==> config.mk <==
export PLATFORM = sky130hd
export DESIGN_NAME = sorted_priority_queue_flat
export DESIGN_NICKNAME = d
export VERILOG_FILES = /design/src/spq_pkg.sv /design/src/spq_if.sv /design/src/spq_ram.sv /design/src/spq_ctrl.sv /design/src/spq_dp.sv /design/src/sorted_priority_queue.sv /design/src/flat_wrapper.sv
export SDC_FILE = /design/constraint.sdc
export NUM_CORES = 2
export LEC_CHECK = 0
export BUFFER_PORTS_ARGS = -buffer_cell sky130_fd_sc_hd__buf_2
export CAP_MARGIN = 10
export CORE_MARGIN = 2
export CORE_UTILIZATION = 37
export CTS_CLUSTER_DIAMETER = 150
export CTS_CLUSTER_SIZE = 14
export DETAILED_ROUTE_END_ITERATION = 12
export MAX_ROUTING_LAYER = met4
export PLACE_DENSITY = 0.52
export RECOVER_POWER = 100
export SLEW_MARGIN = 20
export SYNTH_ARGS = -nofsm -noshare
export SYNTH_HDL_FRONTEND = slang
export SYNTH_HIERARCHICAL = 1
export SYNTH_SLANG_ARGS = --single-unit
==> constraint.sdc <==
create_clock -name i_clk -period 9.1 [get_ports i_clk]
set_input_delay 0.91 -clock i_clk [delete_from_list [all_inputs] [get_ports i_clk]]
set_output_delay 0.91 -clock i_clk [all_outputs]
set_load 0.01 [all_outputs]
==> src/spq_pkg.sv <==
// Shared types and constants for the sorted priority queue.
package spq_pkg;

    localparam int ITEM_W = 16;
    localparam int PRIO_W = 8;
    localparam int OCC_W  = 8;

    typedef logic [1:0] t_status;

    localparam t_status ST_INSERTED = 2'd0;
    localparam t_status ST_REMOVED  = 2'd1;
    localparam t_status ST_FULL     = 2'd2;
    localparam t_status ST_EMPTY    = 2'd3;

    localparam logic MODE_INSERT = 1'b0;
    localparam logic MODE_REMOVE = 1'b1;

    typedef struct packed {
        logic [PRIO_W-1:0] prio;
        logic [ITEM_W-1:0] item;
    } t_entry;

    localparam int ENTRY_W = $bits(t_entry);

    // Controller to datapath
    typedef struct packed {
        logic    load_in;
        logic    rd_prev;
        logic    rd_head;
        logic    shift;
        logic    place;
        logic    pop;
        logic    load_out;
        t_status out_status;
    } t_dp_cmd;

    // Datapath to controller
    typedef struct packed {
        logic mode;
        logic full;
        logic empty;
        logic less;
        logic last;
        logic out_free;
    } t_dp_stat;

endpackage

==> src/spq_if.sv <==
// Handshake channels for queue operations and their results.
interface spq_in_if;
    logic        valid;
    logic        ready;
    logic        mode;
    logic [15:0] item_id;
    logic [7:0]  priority_req;

    modport source (output valid, output mode, output item_id, output priority_req,
                    input ready);
    modport sink   (input valid, input mode, input item_id, input priority_req,
                    output ready);
endinterface

interface spq_out_if;
    logic        valid;
    logic        ready;
    logic [1:0]  status;
    logic [15:0] out_item;
    logic [7:0]  out_priority;
    logic [7:0]  occupancy;

    modport source (output valid, output status, output out_item, output out_priority,
                    output occupancy, input ready);
    modport sink   (input valid, input status, input out_item, input out_priority,
                    input occupancy, output ready);
endinterface

==> src/spq_ram.sv <==
// Generic single-write, single-read RAM with registered read data.
module spq_ram #(
    parameter int WIDTH = 24,
    parameter int DEPTH = 128
) (
    input  logic                                   i_clk,
    input  logic                                   i_we,
    input  logic [(DEPTH > 1 ? $clog2(DEPTH) : 1)-1:0] i_waddr,
    input  logic [WIDTH-1:0]                       i_wdata,
    input  logic                                   i_re,
    input  logic [(DEPTH > 1 ? $clog2(DEPTH) : 1)-1:0] i_raddr,
    output logic [WIDTH-1:0]                       o_rdata
);

    logic [WIDTH-1:0] r_mem [DEPTH];
    logic [WIDTH-1:0] r_rdata;

    always_ff @(posedge i_clk) begin
        if (i_we) begin
            r_mem[i_waddr] <= i_wdata;
        end
        if (i_re) begin
            r_rdata <= r_mem[i_raddr];
        end
    end

    assign o_rdata = r_rdata;

endmodule

==> src/spq_ctrl.sv <==
// Operation sequencer: decode, shift walk, place and pop steps.
module spq_ctrl (
    input  logic               i_clk,
    input  logic               i_rst_n,
    input  logic               i_in_valid,
    output logic               o_in_ready,
    input  spq_pkg::t_dp_stat  i_stat,
    output spq_pkg::t_dp_cmd   o_cmd
);
    import spq_pkg::*;

    localparam logic [2:0] S_IDLE   = 3'd0;
    localparam logic [2:0] S_DECIDE = 3'd1;
    localparam logic [2:0] S_SHIFT  = 3'd2;
    localparam logic [2:0] S_PLACE  = 3'd3;
    localparam logic [2:0] S_FRONT  = 3'd4;

    logic [2:0] r_state;
    logic [2:0] n_state;
    t_dp_cmd    cmd;

    always_comb begin
        n_state        = r_state;
        cmd            = '0;
        cmd.out_status = ST_INSERTED;
        case (r_state)
            S_IDLE: begin
                if (i_in_valid) begin
                    cmd.load_in = 1'b1;
                    n_state     = S_DECIDE;
                end
            end
            S_DECIDE: begin
                if (i_stat.mode == MODE_INSERT) begin
                    if (i_stat.full) begin
                        if (i_stat.out_free) begin
                            cmd.load_out   = 1'b1;
                            cmd.out_status = ST_FULL;
                            n_state        = S_IDLE;
                        end
                    end else if (i_stat.empty) begin
                        n_state = S_PLACE;
                    end else begin
                        cmd.rd_prev = 1'b1;
                        n_state     = S_SHIFT;
                    end
                end else begin
                    if (i_stat.empty) begin
                        if (i_stat.out_free) begin
                            cmd.load_out   = 1'b1;
                            cmd.out_status = ST_EMPTY;
                            n_state        = S_IDLE;
                        end
                    end else begin
                        cmd.rd_head = 1'b1;
                        n_state     = S_FRONT;
                    end
                end
            end
            S_SHIFT: begin
                // move the fetched entry back one place while it outranks the new one
                if (i_stat.less) begin
                    cmd.shift = 1'b1;
                    if (i_stat.last) begin
                        n_state = S_PLACE;
                    end else begin
                        cmd.rd_prev = 1'b1;
                    end
                end else begin
                    n_state = S_PLACE;
                end
            end
            S_PLACE: begin
                if (i_stat.out_free) begin
                    cmd.place      = 1'b1;
                    cmd.load_out   = 1'b1;
                    cmd.out_status = ST_INSERTED;
                    n_state        = S_IDLE;
                end
            end
            S_FRONT: begin
                if (i_stat.out_free) begin
                    cmd.pop        = 1'b1;
                    cmd.load_out   = 1'b1;
                    cmd.out_status = ST_REMOVED;
                    n_state        = S_IDLE;
                end
            end
            default: begin
                n_state = S_IDLE;
            end
        endcase
    end

    always_ff @(posedge i_clk) begin
        if (!i_rst_n) begin
            r_state <= S_IDLE;
        end else begin
            r_state <= n_state;
        end
    end

    assign o_in_ready = (r_state == S_IDLE);
    assign o_cmd      = cmd;

endmodule

==> src/spq_dp.sv <==
// Queue datapath: ring-buffer pointers, entry RAM, compare and result register.
module spq_dp #(
    parameter int DEPTH = 128
) (
    input  logic                        i_clk,
    input  logic                        i_rst_n,
    input  spq_pkg::t_dp_cmd            i_cmd,
    output spq_pkg::t_dp_stat           o_stat,
    input  logic                        i_mode,
    input  logic [spq_pkg::ITEM_W-1:0]  i_item_id,
    input  logic [spq_pkg::PRIO_W-1:0]  i_priority_req,
    input  logic                        i_out_ready,
    output logic                        o_out_valid,
    output spq_pkg::t_status            o_status,
    output logic [spq_pkg::ITEM_W-1:0]  o_out_item,
    output logic [spq_pkg::PRIO_W-1:0]  o_out_priority,
    output logic [spq_pkg::OCC_W-1:0]   o_occupancy
);
    import spq_pkg::*;

    localparam int AW = (DEPTH > 1) ? $clog2(DEPTH) : 1;
    localparam int CW = $clog2(DEPTH + 1);

    function automatic logic [AW-1:0] f_prev(input logic [AW-1:0] a);
        f_prev = (a == '0) ? AW'(DEPTH - 1) : a - AW'(1);
    endfunction

    function automatic logic [AW-1:0] f_next(input logic [AW-1:0] a);
        f_next = (a == AW'(DEPTH - 1)) ? '0 : a + AW'(1);
    endfunction

    logic              r_mode;
    logic [ITEM_W-1:0] r_item;
    logic [PRIO_W-1:0] r_prio;
    logic [AW-1:0]     r_head;
    logic [CW-1:0]     r_count;
    logic [AW-1:0]     r_hole;
    logic [CW-1:0]     r_pos;

    logic              r_out_valid;
    t_status           r_status;
    logic [ITEM_W-1:0] r_out_item;
    logic [PRIO_W-1:0] r_out_prio;
    logic [OCC_W-1:0]  r_occ;

    logic [CW:0]       tail_sum;
    logic [AW-1:0]     tail;
    logic [AW-1:0]     hole_prev;
    logic [CW-1:0]     n_count;
    logic              we;
    logic [AW-1:0]     raddr;
    t_entry            wdata;
    t_entry            rdata;

    // physical slot one past the last held entry
    assign tail_sum = (CW + 1)'(r_head) + (CW + 1)'(r_count);
    assign tail     = (tail_sum >= (CW + 1)'(DEPTH)) ? AW'(tail_sum - (CW + 1)'(DEPTH))
                                                     : AW'(tail_sum);
    assign hole_prev = f_prev(r_hole);

    assign we    = i_cmd.shift | i_cmd.place;
    assign wdata = i_cmd.place ? t_entry'{prio: r_prio, item: r_item} : rdata;
    assign raddr = i_cmd.rd_head ? r_head : (i_cmd.shift ? f_prev(hole_prev) : hole_prev);

    spq_ram #(
        .WIDTH(ENTRY_W),
        .DEPTH(DEPTH)
    ) u_ram (
        .i_clk   (i_clk),
        .i_we    (we),
        .i_waddr (r_hole),
        .i_wdata (wdata),
        .i_re    (i_cmd.rd_prev | i_cmd.rd_head),
        .i_raddr (raddr),
        .o_rdata (rdata)
    );

    always_comb begin
        n_count = r_count;
        if (i_cmd.place) begin
            n_count = r_count + CW'(1);
        end else if (i_cmd.pop) begin
            n_count = r_count - CW'(1);
        end
    end

    always_ff @(posedge i_clk) begin
        if (!i_rst_n) begin
            r_head      <= '0;
            r_count     <= '0;
            r_out_valid <= 1'b0;
        end else begin
            r_count <= n_count;
            if (i_cmd.pop) begin
                r_head <= f_next(r_head);
            end
            if (i_cmd.load_out) begin
                r_out_valid <= 1'b1;
            end else if (i_out_ready) begin
                r_out_valid <= 1'b0;
            end
        end
    end

    always_ff @(posedge i_clk) begin
        if (i_cmd.load_in) begin
            r_mode <= i_mode;
            r_item <= i_item_id;
            r_prio <= i_priority_req;
            r_hole <= tail;
            r_pos  <= r_count;
        end else if (i_cmd.shift) begin
            r_hole <= hole_prev;
            r_pos  <= r_pos - CW'(1);
        end
        if (i_cmd.load_out) begin
            r_status <= i_cmd.out_status;
            r_occ    <= OCC_W'(n_count);
            if (i_cmd.out_status == ST_REMOVED) begin
                r_out_item <= rdata.item;
                r_out_prio <= rdata.prio;
            end else begin
                r_out_item <= '0;
                r_out_prio <= '0;
            end
        end
    end

    assign o_stat.mode     = r_mode;
    assign o_stat.full     = (r_count == CW'(DEPTH));
    assign o_stat.empty    = (r_count == '0);
    assign o_stat.less     = (r_prio < rdata.prio);
    assign o_stat.last     = (r_pos == CW'(1));
    assign o_stat.out_free = !r_out_valid || i_out_ready;

    assign o_out_valid    = r_out_valid;
    assign o_status       = r_status;
    assign o_out_item     = r_out_item;
    assign o_out_priority = r_out_prio;
    assign o_occupancy    = r_occ;

endmodule

==> src/sorted_priority_queue.sv <==
// Sorted priority queue: up to DEPTH (item, priority) entries held in one RAM as a ring
// buffer in ascending priority order, equal priorities in arrival order. Each word on
// the input channel is an insert or a remove and gives exactly one result word. An
// insert moves every held entry of higher priority back one slot at a time through
// the RAM's single write port and single read port, and the walk stops one compare
// after the last entry that moves, or once every held entry has moved. Each result
// waits, in the controller's last step, for the output register to drain. A finished
// result sits in that output register so the next word can be accepted while it
// waits; a later result waits there for it. No clearing pass after reset.
module sorted_priority_queue #(
    parameter int DEPTH = 128
) (
    input  logic      i_clk,
    input  logic      i_rst_n,
    spq_in_if.sink    i_in,
    spq_out_if.source o_out
);
    import spq_pkg::*;

    t_dp_cmd  cmd;
    t_dp_stat stat;

    spq_ctrl u_ctrl (
        .i_clk      (i_clk),
        .i_rst_n    (i_rst_n),
        .i_in_valid (i_in.valid),
        .o_in_ready (i_in.ready),
        .i_stat     (stat),
        .o_cmd      (cmd)
    );

    spq_dp #(
        .DEPTH(DEPTH)
    ) u_dp (
        .i_clk          (i_clk),
        .i_rst_n        (i_rst_n),
        .i_cmd          (cmd),
        .o_stat         (stat),
        .i_mode         (i_in.mode),
        .i_item_id      (i_in.item_id),
        .i_priority_req (i_in.priority_req),
        .i_out_ready    (o_out.ready),
        .o_out_valid    (o_out.valid),
        .o_status       (o_out.status),
        .o_out_item     (o_out.out_item),
        .o_out_priority (o_out.out_priority),
        .o_occupancy    (o_out.occupancy)
    );

    a_full_refusal : assert property (@(posedge i_clk) disable iff (!i_rst_n)
        (cmd.load_out && cmd.out_status == ST_FULL) |-> stat.full && !stat.mode)
        else $error("full refusal issued while store not full");

    a_empty_refusal : assert property (@(posedge i_clk) disable iff (!i_rst_n)
        (cmd.load_out && cmd.out_status == ST_EMPTY) |-> stat.empty && stat.mode)
        else $error("empty refusal issued while store holds entries");

    a_shift_insert : assert property (@(posedge i_clk) disable iff (!i_rst_n)
        cmd.shift |-> stat.less && !stat.mode && !stat.empty)
        else $error("entry moved outside an insert walk");

    a_result_slot : assert property (@(posedge i_clk) disable iff (!i_rst_n)
        cmd.load_out |-> stat.out_free && !(cmd.place && cmd.pop))
        else $error("result loaded over a pending word");

endmodule

==> src/flat_wrapper.sv <==
// flat-port wrapper written by rule: the top's interface ports become plain ports
module sorted_priority_queue_flat import spq_pkg::*;
#(
    parameter int DEPTH = 128
)
  (i_clk, i_rst_n, i_in_valid, i_in_mode, i_in_item_id, i_in_priority_req, i_in_ready, o_out_valid, o_out_status, o_out_out_item, o_out_out_priority, o_out_occupancy, o_out_ready);
  spq_in_if i_in_i ();
  spq_out_if o_out_i ();
  input  logic i_clk;
  input  logic i_rst_n;
  input wire logic [$bits(i_in_i.valid)-1:0] i_in_valid;
  input wire logic [$bits(i_in_i.mode)-1:0] i_in_mode;
  input wire logic [$bits(i_in_i.item_id)-1:0] i_in_item_id;
  input wire logic [$bits(i_in_i.priority_req)-1:0] i_in_priority_req;
  output wire logic [$bits(i_in_i.ready)-1:0] i_in_ready;
  output wire logic [$bits(o_out_i.valid)-1:0] o_out_valid;
  output wire logic [$bits(o_out_i.status)-1:0] o_out_status;
  output wire logic [$bits(o_out_i.out_item)-1:0] o_out_out_item;
  output wire logic [$bits(o_out_i.out_priority)-1:0] o_out_out_priority;
  output wire logic [$bits(o_out_i.occupancy)-1:0] o_out_occupancy;
  input wire logic [$bits(o_out_i.ready)-1:0] o_out_ready;
  assign i_in_i.valid = i_in_valid;
  assign i_in_i.mode = i_in_mode;
  assign i_in_i.item_id = i_in_item_id;
  assign i_in_i.priority_req = i_in_priority_req;
  assign i_in_ready = i_in_i.ready;
  assign o_out_valid = o_out_i.valid;
  assign o_out_status = o_out_i.status;
  assign o_out_out_item = o_out_i.out_item;
  assign o_out_out_priority = o_out_i.out_priority;
  assign o_out_occupancy = o_out_i.occupancy;
  assign o_out_i.ready = o_out_ready;
  sorted_priority_queue #(.DEPTH(DEPTH)) u_core (.i_clk(i_clk), .i_rst_n(i_rst_n), .i_in(i_in_i), .o_out(o_out_i));
endmodule
* After elaboration in Yosys (flattened, before gate mapping)
Memories as Yosys holds them, arrays and structs flattened. A register that Yosys moved wholly into a read port is not among the register bits.
Cells that the tools add are included.
** Operators by class
- Bitwise operators :: 2
- Eq/ne operators :: 10
- Add/sub/neg operators :: 8
- Reduce and logical (&&, ||, !) cells :: 10
- Multiplexer cells :: 49
- $lt $le $gt $ge :: 2
** Operators with widths (number)
- 7-bit two-way mux :: 8
- 3-bit two-way mux :: 13
- 8-bit two-way mux :: 4
- 24-bit two-way mux :: 1
- 7-bit by 1-bit subtractor with 7-bit output, second input constant :: 3
- 1-bit two-way mux :: 19
- 8-bit by 1-bit subtractor with 8-bit output, second input constant :: 2
- 7-bit logical NOT :: 2
- 3-bit one-hot mux with 4 select lines :: 1
- 7-bit by 8-bit adder with 9-bit output :: 1
- 9-bit by 8-bit greater-or-equal comparator with 1-bit output, second input constant :: 1
- 3-bit one-hot mux with 3 select lines :: 1
- 8-bit by 1-bit adder with 8-bit output, second input constant :: 1
- 8-bit by 1-bit equality test with 1-bit output, second input constant :: 1
- 8-bit equality test, second input constant :: 1
- 8-bit logical NOT :: 1
- 8-bit less-than comparator :: 1
- 7-bit by 1-bit adder with 7-bit output, second input constant :: 1
- 7-bit equality test, second input constant :: 1
- 3-bit by 2-bit equality test with 1-bit output, second input constant :: 2
- 4-bit two-way mux :: 1
- 2-bit nonzero test :: 2
- 3-bit by 1-bit equality test with 1-bit output, second input constant :: 1
- 3-bit equality test, second input constant :: 1
- 10 further kinds :: 11
** Storage, ports and cells
- Bits of input ports :: 29
- Register bits after elaboration :: 93
- Memories :: 1
- Memory bits (writable) :: 3072
- Output and inout bits :: 36
** Memories
- u_core.u_dp.u_ram.r_mem :: words 128, bits a word 24, read ports 1, clocked after memory_dff 1, write ports 1, line spq_ram.sv:15 : logic [WIDTH-1:0] r_mem [DEPTH];

* Longest topological paths before layout
- Depth after elaboration :: 7
- Depth in mapped cells :: 17

* Hierarchy
Netlist, hierarchy kept.
** Modules (own cells, without submodules)
- spq_ram :: seq. area each 92969.2 sq um, instances 1, cells an instance 4538, area an instance 117621.6 sq um
- spq_dp :: seq. area each 2542.4 sq um, instances 1, cells an instance 412, area an instance 4710.8 sq um
- spq_ctrl :: seq. area each 60.1 sq um, instances 1, cells an instance 47, area an instance 331.6 sq um

* Worst setup path before layout
No wires, ideal clock.
- Path kind :: input-to-reg
- From :: input o_out_ready
- To :: memory u_core.u_dp.u_ram.r_mem[0][18] (data pin)
- Stages on the path :: 6
- Data required time :: 7.903 ns
- Buffers on the path :: 2
- Path slack :: 1.166 ns
- Arrival time :: 6.737 ns
- Path through :: nand2b_1 -> nand2_1 -> nor2_1 -> buf_1 -> buf_1 -> o21ai_0
** RTL lines
- from (decl) :: line flat_wrapper.sv:21 : input wire logic [$bits(o_out_i.ready)-1:0] o_out_ready;
- to (decl) :: line spq_ram.sv:15

==> results_dict.tcl <==
set metrics [dict create \
    outcome "complete, but fails checks" \
    violations "max-capacitance violations, max-slew violations" \
    die_h_um 580 \
    path_class "reg -> reg" \
    worstSetupStartpointType "flip-flop" \
    netSwitchingPower_uw 11000 \
    core_area_um2 330000 \
    synthArstFlopShare 0 \
    ys_ff_latch 3189 \
    synth_edf_count 3170 \
    syn_inst 4997 \
    final_cell_mix "3170 x edfxtp_1, 1008 x mux4_2, 280 x clkbuf_16" \
    io_pins 65 \
    cp_data_required_time_ns 9.58 \
    die_x_um 580 \
    grt_start_max_net_pins 97 \
    route.detailed.drc 0 \
    rsz0062_at_grt "false" \
    cp_top_family "simple AND/OR/NAND/NOR gates" \
    maxCapViolCount 176 \
    cp_cell_sequence "nand2_1 > nor2_4 > clkbuf_1 > or2_0 > nand3_1 > nor2_1 > clkbuf_1" \
    hold_viol 0 \
    pwr-share-clk 0.280 \
    gp_congestion 0.785 \
    max_freq_mhz 122 \
    stdcell_area_um2 137000 \
    worst_skew_pair.late_latency_ns 0.89 \
    grt_usage 0.210 \
    detail-route-antenna-nets 0 \
    cellInternalPower_uw 26400 \
    final_common_cell "edfxtp_1" \
    ys_seq_area_frac 0.779 \
    firstDrtPassIters 6 \
    worst-path-buf-inv 2 \
    place_area_um2 131000 \
    wl_per_cell_um 35.7 \
    min_period_over_period 0.897 \
    vias 56552 \
    path_max_fanout 22 \
    syn_avg_cell_area_um2 24.5 \
    post-route-min-period_ns 8.16 \
    ys_types 62 \
    setup_viol 0 \
    peakVddDrop_mv 0.273 \
    drtIter0Drc 7264 \
    power_uw 37400 \
    grt_antenna_before_repair 28 \
    drive_above_1_share 0.287 \
    p_per_area_nw_per_um2 273 \
    start_util 0.371 \
    cts_buffer_depth 4 \
    worstPathArrival_ns 8.64 \
    cp_slowest_cell "nor2_1" \
    grt.overflow.total 0 \
    cts_tree "done" \
    synth_ff_type "edfxtp_1" \
    hp-class "in -> reg" \
    fillers 28244 \
    power_leakage_uw 0.0407 \
    yosys_warnings 6 \
    clock-sinks 3189 \
    path_common_cell "clkbuf_1" \
    rows 211 \
    max_stage_delay_ns 1.86 \
    switching_share 0.294 \
    pwr-share-seq 0.452 \
    power_frac_comb 0.268 \
    dp_hpwl_um 193000 \
    routed_wl_um 347000 \
    cts_buffers 269 \
    h-tree-depth 5 \
    grt_pass1_vias 56890 \
    clock_skew_ns 0.0594 \
    drt-vias-per-instance 5.82 \
    nets 5358 \
    ctsRootBufferMaster "clkbuf_16" \
    tns_ns 0 \
    synth_fp_nets 5049 \
    grt_first_pass_wirelength_um 476000 \
    area_delta_synth_final_pct 11.5 \
    worstSetupEndpointType "flip-flop" \
    relSlewSlack -1.80 \
    numPortBuffers 64 \
    holdBufCountCts 0 \
    cts_resized 0 \
    worst_slew_pin_slew_ns 4.20 \
    die-area_um2 336000 \
    drv_slew 5591 \
    cts_setup_buffers 0 \
    path_clk_slew_ns 0.07 \
    synthesis.area_um2 123000 \
]
-- logic make-up (layout without fill, tap and decap cells) --
logic type / after synthesis / count (layout) / share of synthesized area
AOI/OAI and AO/OA: 80 / 80 / 0.00431
DFF: 3189 / 3189 / 0.779
muxes: 1056 / 1056 / 0.189
and+or+nand+nor: 347 / 347 / 0.0138
other: 0 / 17 / 0
xor gates and xnor gates: 23 / 23 / 0.00164
adders and majority gates: 23 / 23 / 0.00241
buffers and inverters: 279 / 622 / 0.00931
-- Yosys cell counts (all sizes together) (3+ instances only) --
cell / number / area (um^2)
o21ai: 29 / 145
xnor2: 13 / 114
mux2: 42 / 473
ha: 22 / 275
buf: 96 / 455
clkbuf: 161 / 604
xor2: 10 / 87.6
inv: 22 / 82.6
nor2: 146 / 548
a21boi: 3 / 22.5
a21o: 3 / 22.5
a21oi: 14 / 70.1
nand4: 8 / 50.1
o22ai: 5 / 31.3
nor4: 4 / 43.8
edfxtp: 3170 / 95200
nand2b: 14 / 87.6
nor2b: 14 / 87.6
nor3b: 4 / 35.0
nor4b: 3 / 26.3
nand2: 55 / 206
nand4b: 3 / 26.3
o21a: 3 / 22.5
mux2i: 6 / 60.1
and3: 3 / 18.8
and2: 39 / 244
or2: 7 / 43.8
a31o: 3 / 26.3
mux4: 1008 / 22700
or3: 6 / 42.5
nand3: 19 / 95.1
nor3: 17 / 85.1
a31oi: 3 / 18.8
dfxtp: 19 / 380
-- metrics by stage --
step                hold WS (ns)  utilization  setup WS, ns  std cells
finish                     0.198        0.414         0.936       9723
global route               0.168        0.414         0.867       9712
CTS                        0.130        0.417          1.87       9697
detailed placement         0.538        0.396          1.93       9392
global placement           0.541        0.395          1.97       9385
floorplan                  0.496            -          1.17       4997
-- state kept, by name, summed over array words and instances (netlist names), 3 cells and up --
register                    cells
u_core/u_dp/r_prio              8
u_core/u_dp/o_out_item         16
u_core/u_dp/r_head              7
u_core/u_dp/o_out_priority      8
u_core/u_dp/o_occupancy         8
u_core/u_dp/r_count             8
u_core/u_dp/r_hole              7
u_core/u_dp/r_item             16
u_core/u_dp/u_ram/o_rdata      24
u_core/u_dp/r_pos               8
u_core/u_ctrl/r_state           3
u_core/u_dp/u_ram/r_mem      3072
-- power groups by stage --
stage	combinational (uW)	clock (uW)	sequential, uW
6_report	10000	10500	16900
5_1_grt	10400	11200	16900
4_1_cts	10200	10700	16800
3_5_place_dp	10200	0	17200
3_3_place_gp	10200	0	17200
2_1_floorplan	5970	0	17200
-- metal layers --
layer  share of wire  GRT usage  vias to the layer above
met5               0          -                        -
met4           0.026     0.0481                        0
met3           0.069     0.0240                      431
met2            0.48      0.333                     2263
met1            0.42      0.294                    31807
li1                -          -                    22051
-- worst register-to-register path: cells and delay by family, from the launching register on --
family	cells	cell delay (ns)
simple gates	5	4.47
buf+inv	2	2.65
flops	1	0.61
-- path summary, 6_finish.rpt --
| path | slack, ns | startpoint | endpoint | cells past startpoint |
|---|---|---|---|---|
| worst min register to register | 0.55 | u_core/u_dp/r_head[5]$_SDFFE_PN0P_ | u_core/u_dp/r_head[5]$_SDFFE_PN0P_ | 2 |
| worst max register to register | 0.94 | u_core/u_ctrl/r_state[1]$_SDFFE_PN0P_ | u_core/u_dp/u_ram/r_mem[5][16]$_DFFE_PP_ | 7 |
| worst min-delay path | 0.20 | i_in_priority_req[2] | u_core/u_dp/r_prio[2]$_DFFE_PP_ | 1 |
| worst max-delay path | 0.94 | u_core/u_ctrl/r_state[1]$_SDFFE_PN0P_ | u_core/u_dp/u_ram/r_mem[5][16]$_DFFE_PP_ | 7 |
-- layout make-up --
class	count	area (um^2)	area share
Sequential cell	3189	95600	0.699
Multi-Input combinational cell	1529	26600	0.195
Clock buffer	294	7060	0.0516
Tap cell	4366	5460	0.0399
Timing Repair Buffer	295	1780	0.0130
Clock inverter	11	126	0.000924
Inverter	22	82.6	0.000604
Antenna cell	17	42.5	0.000311
(Power assumes the default switching activity.)
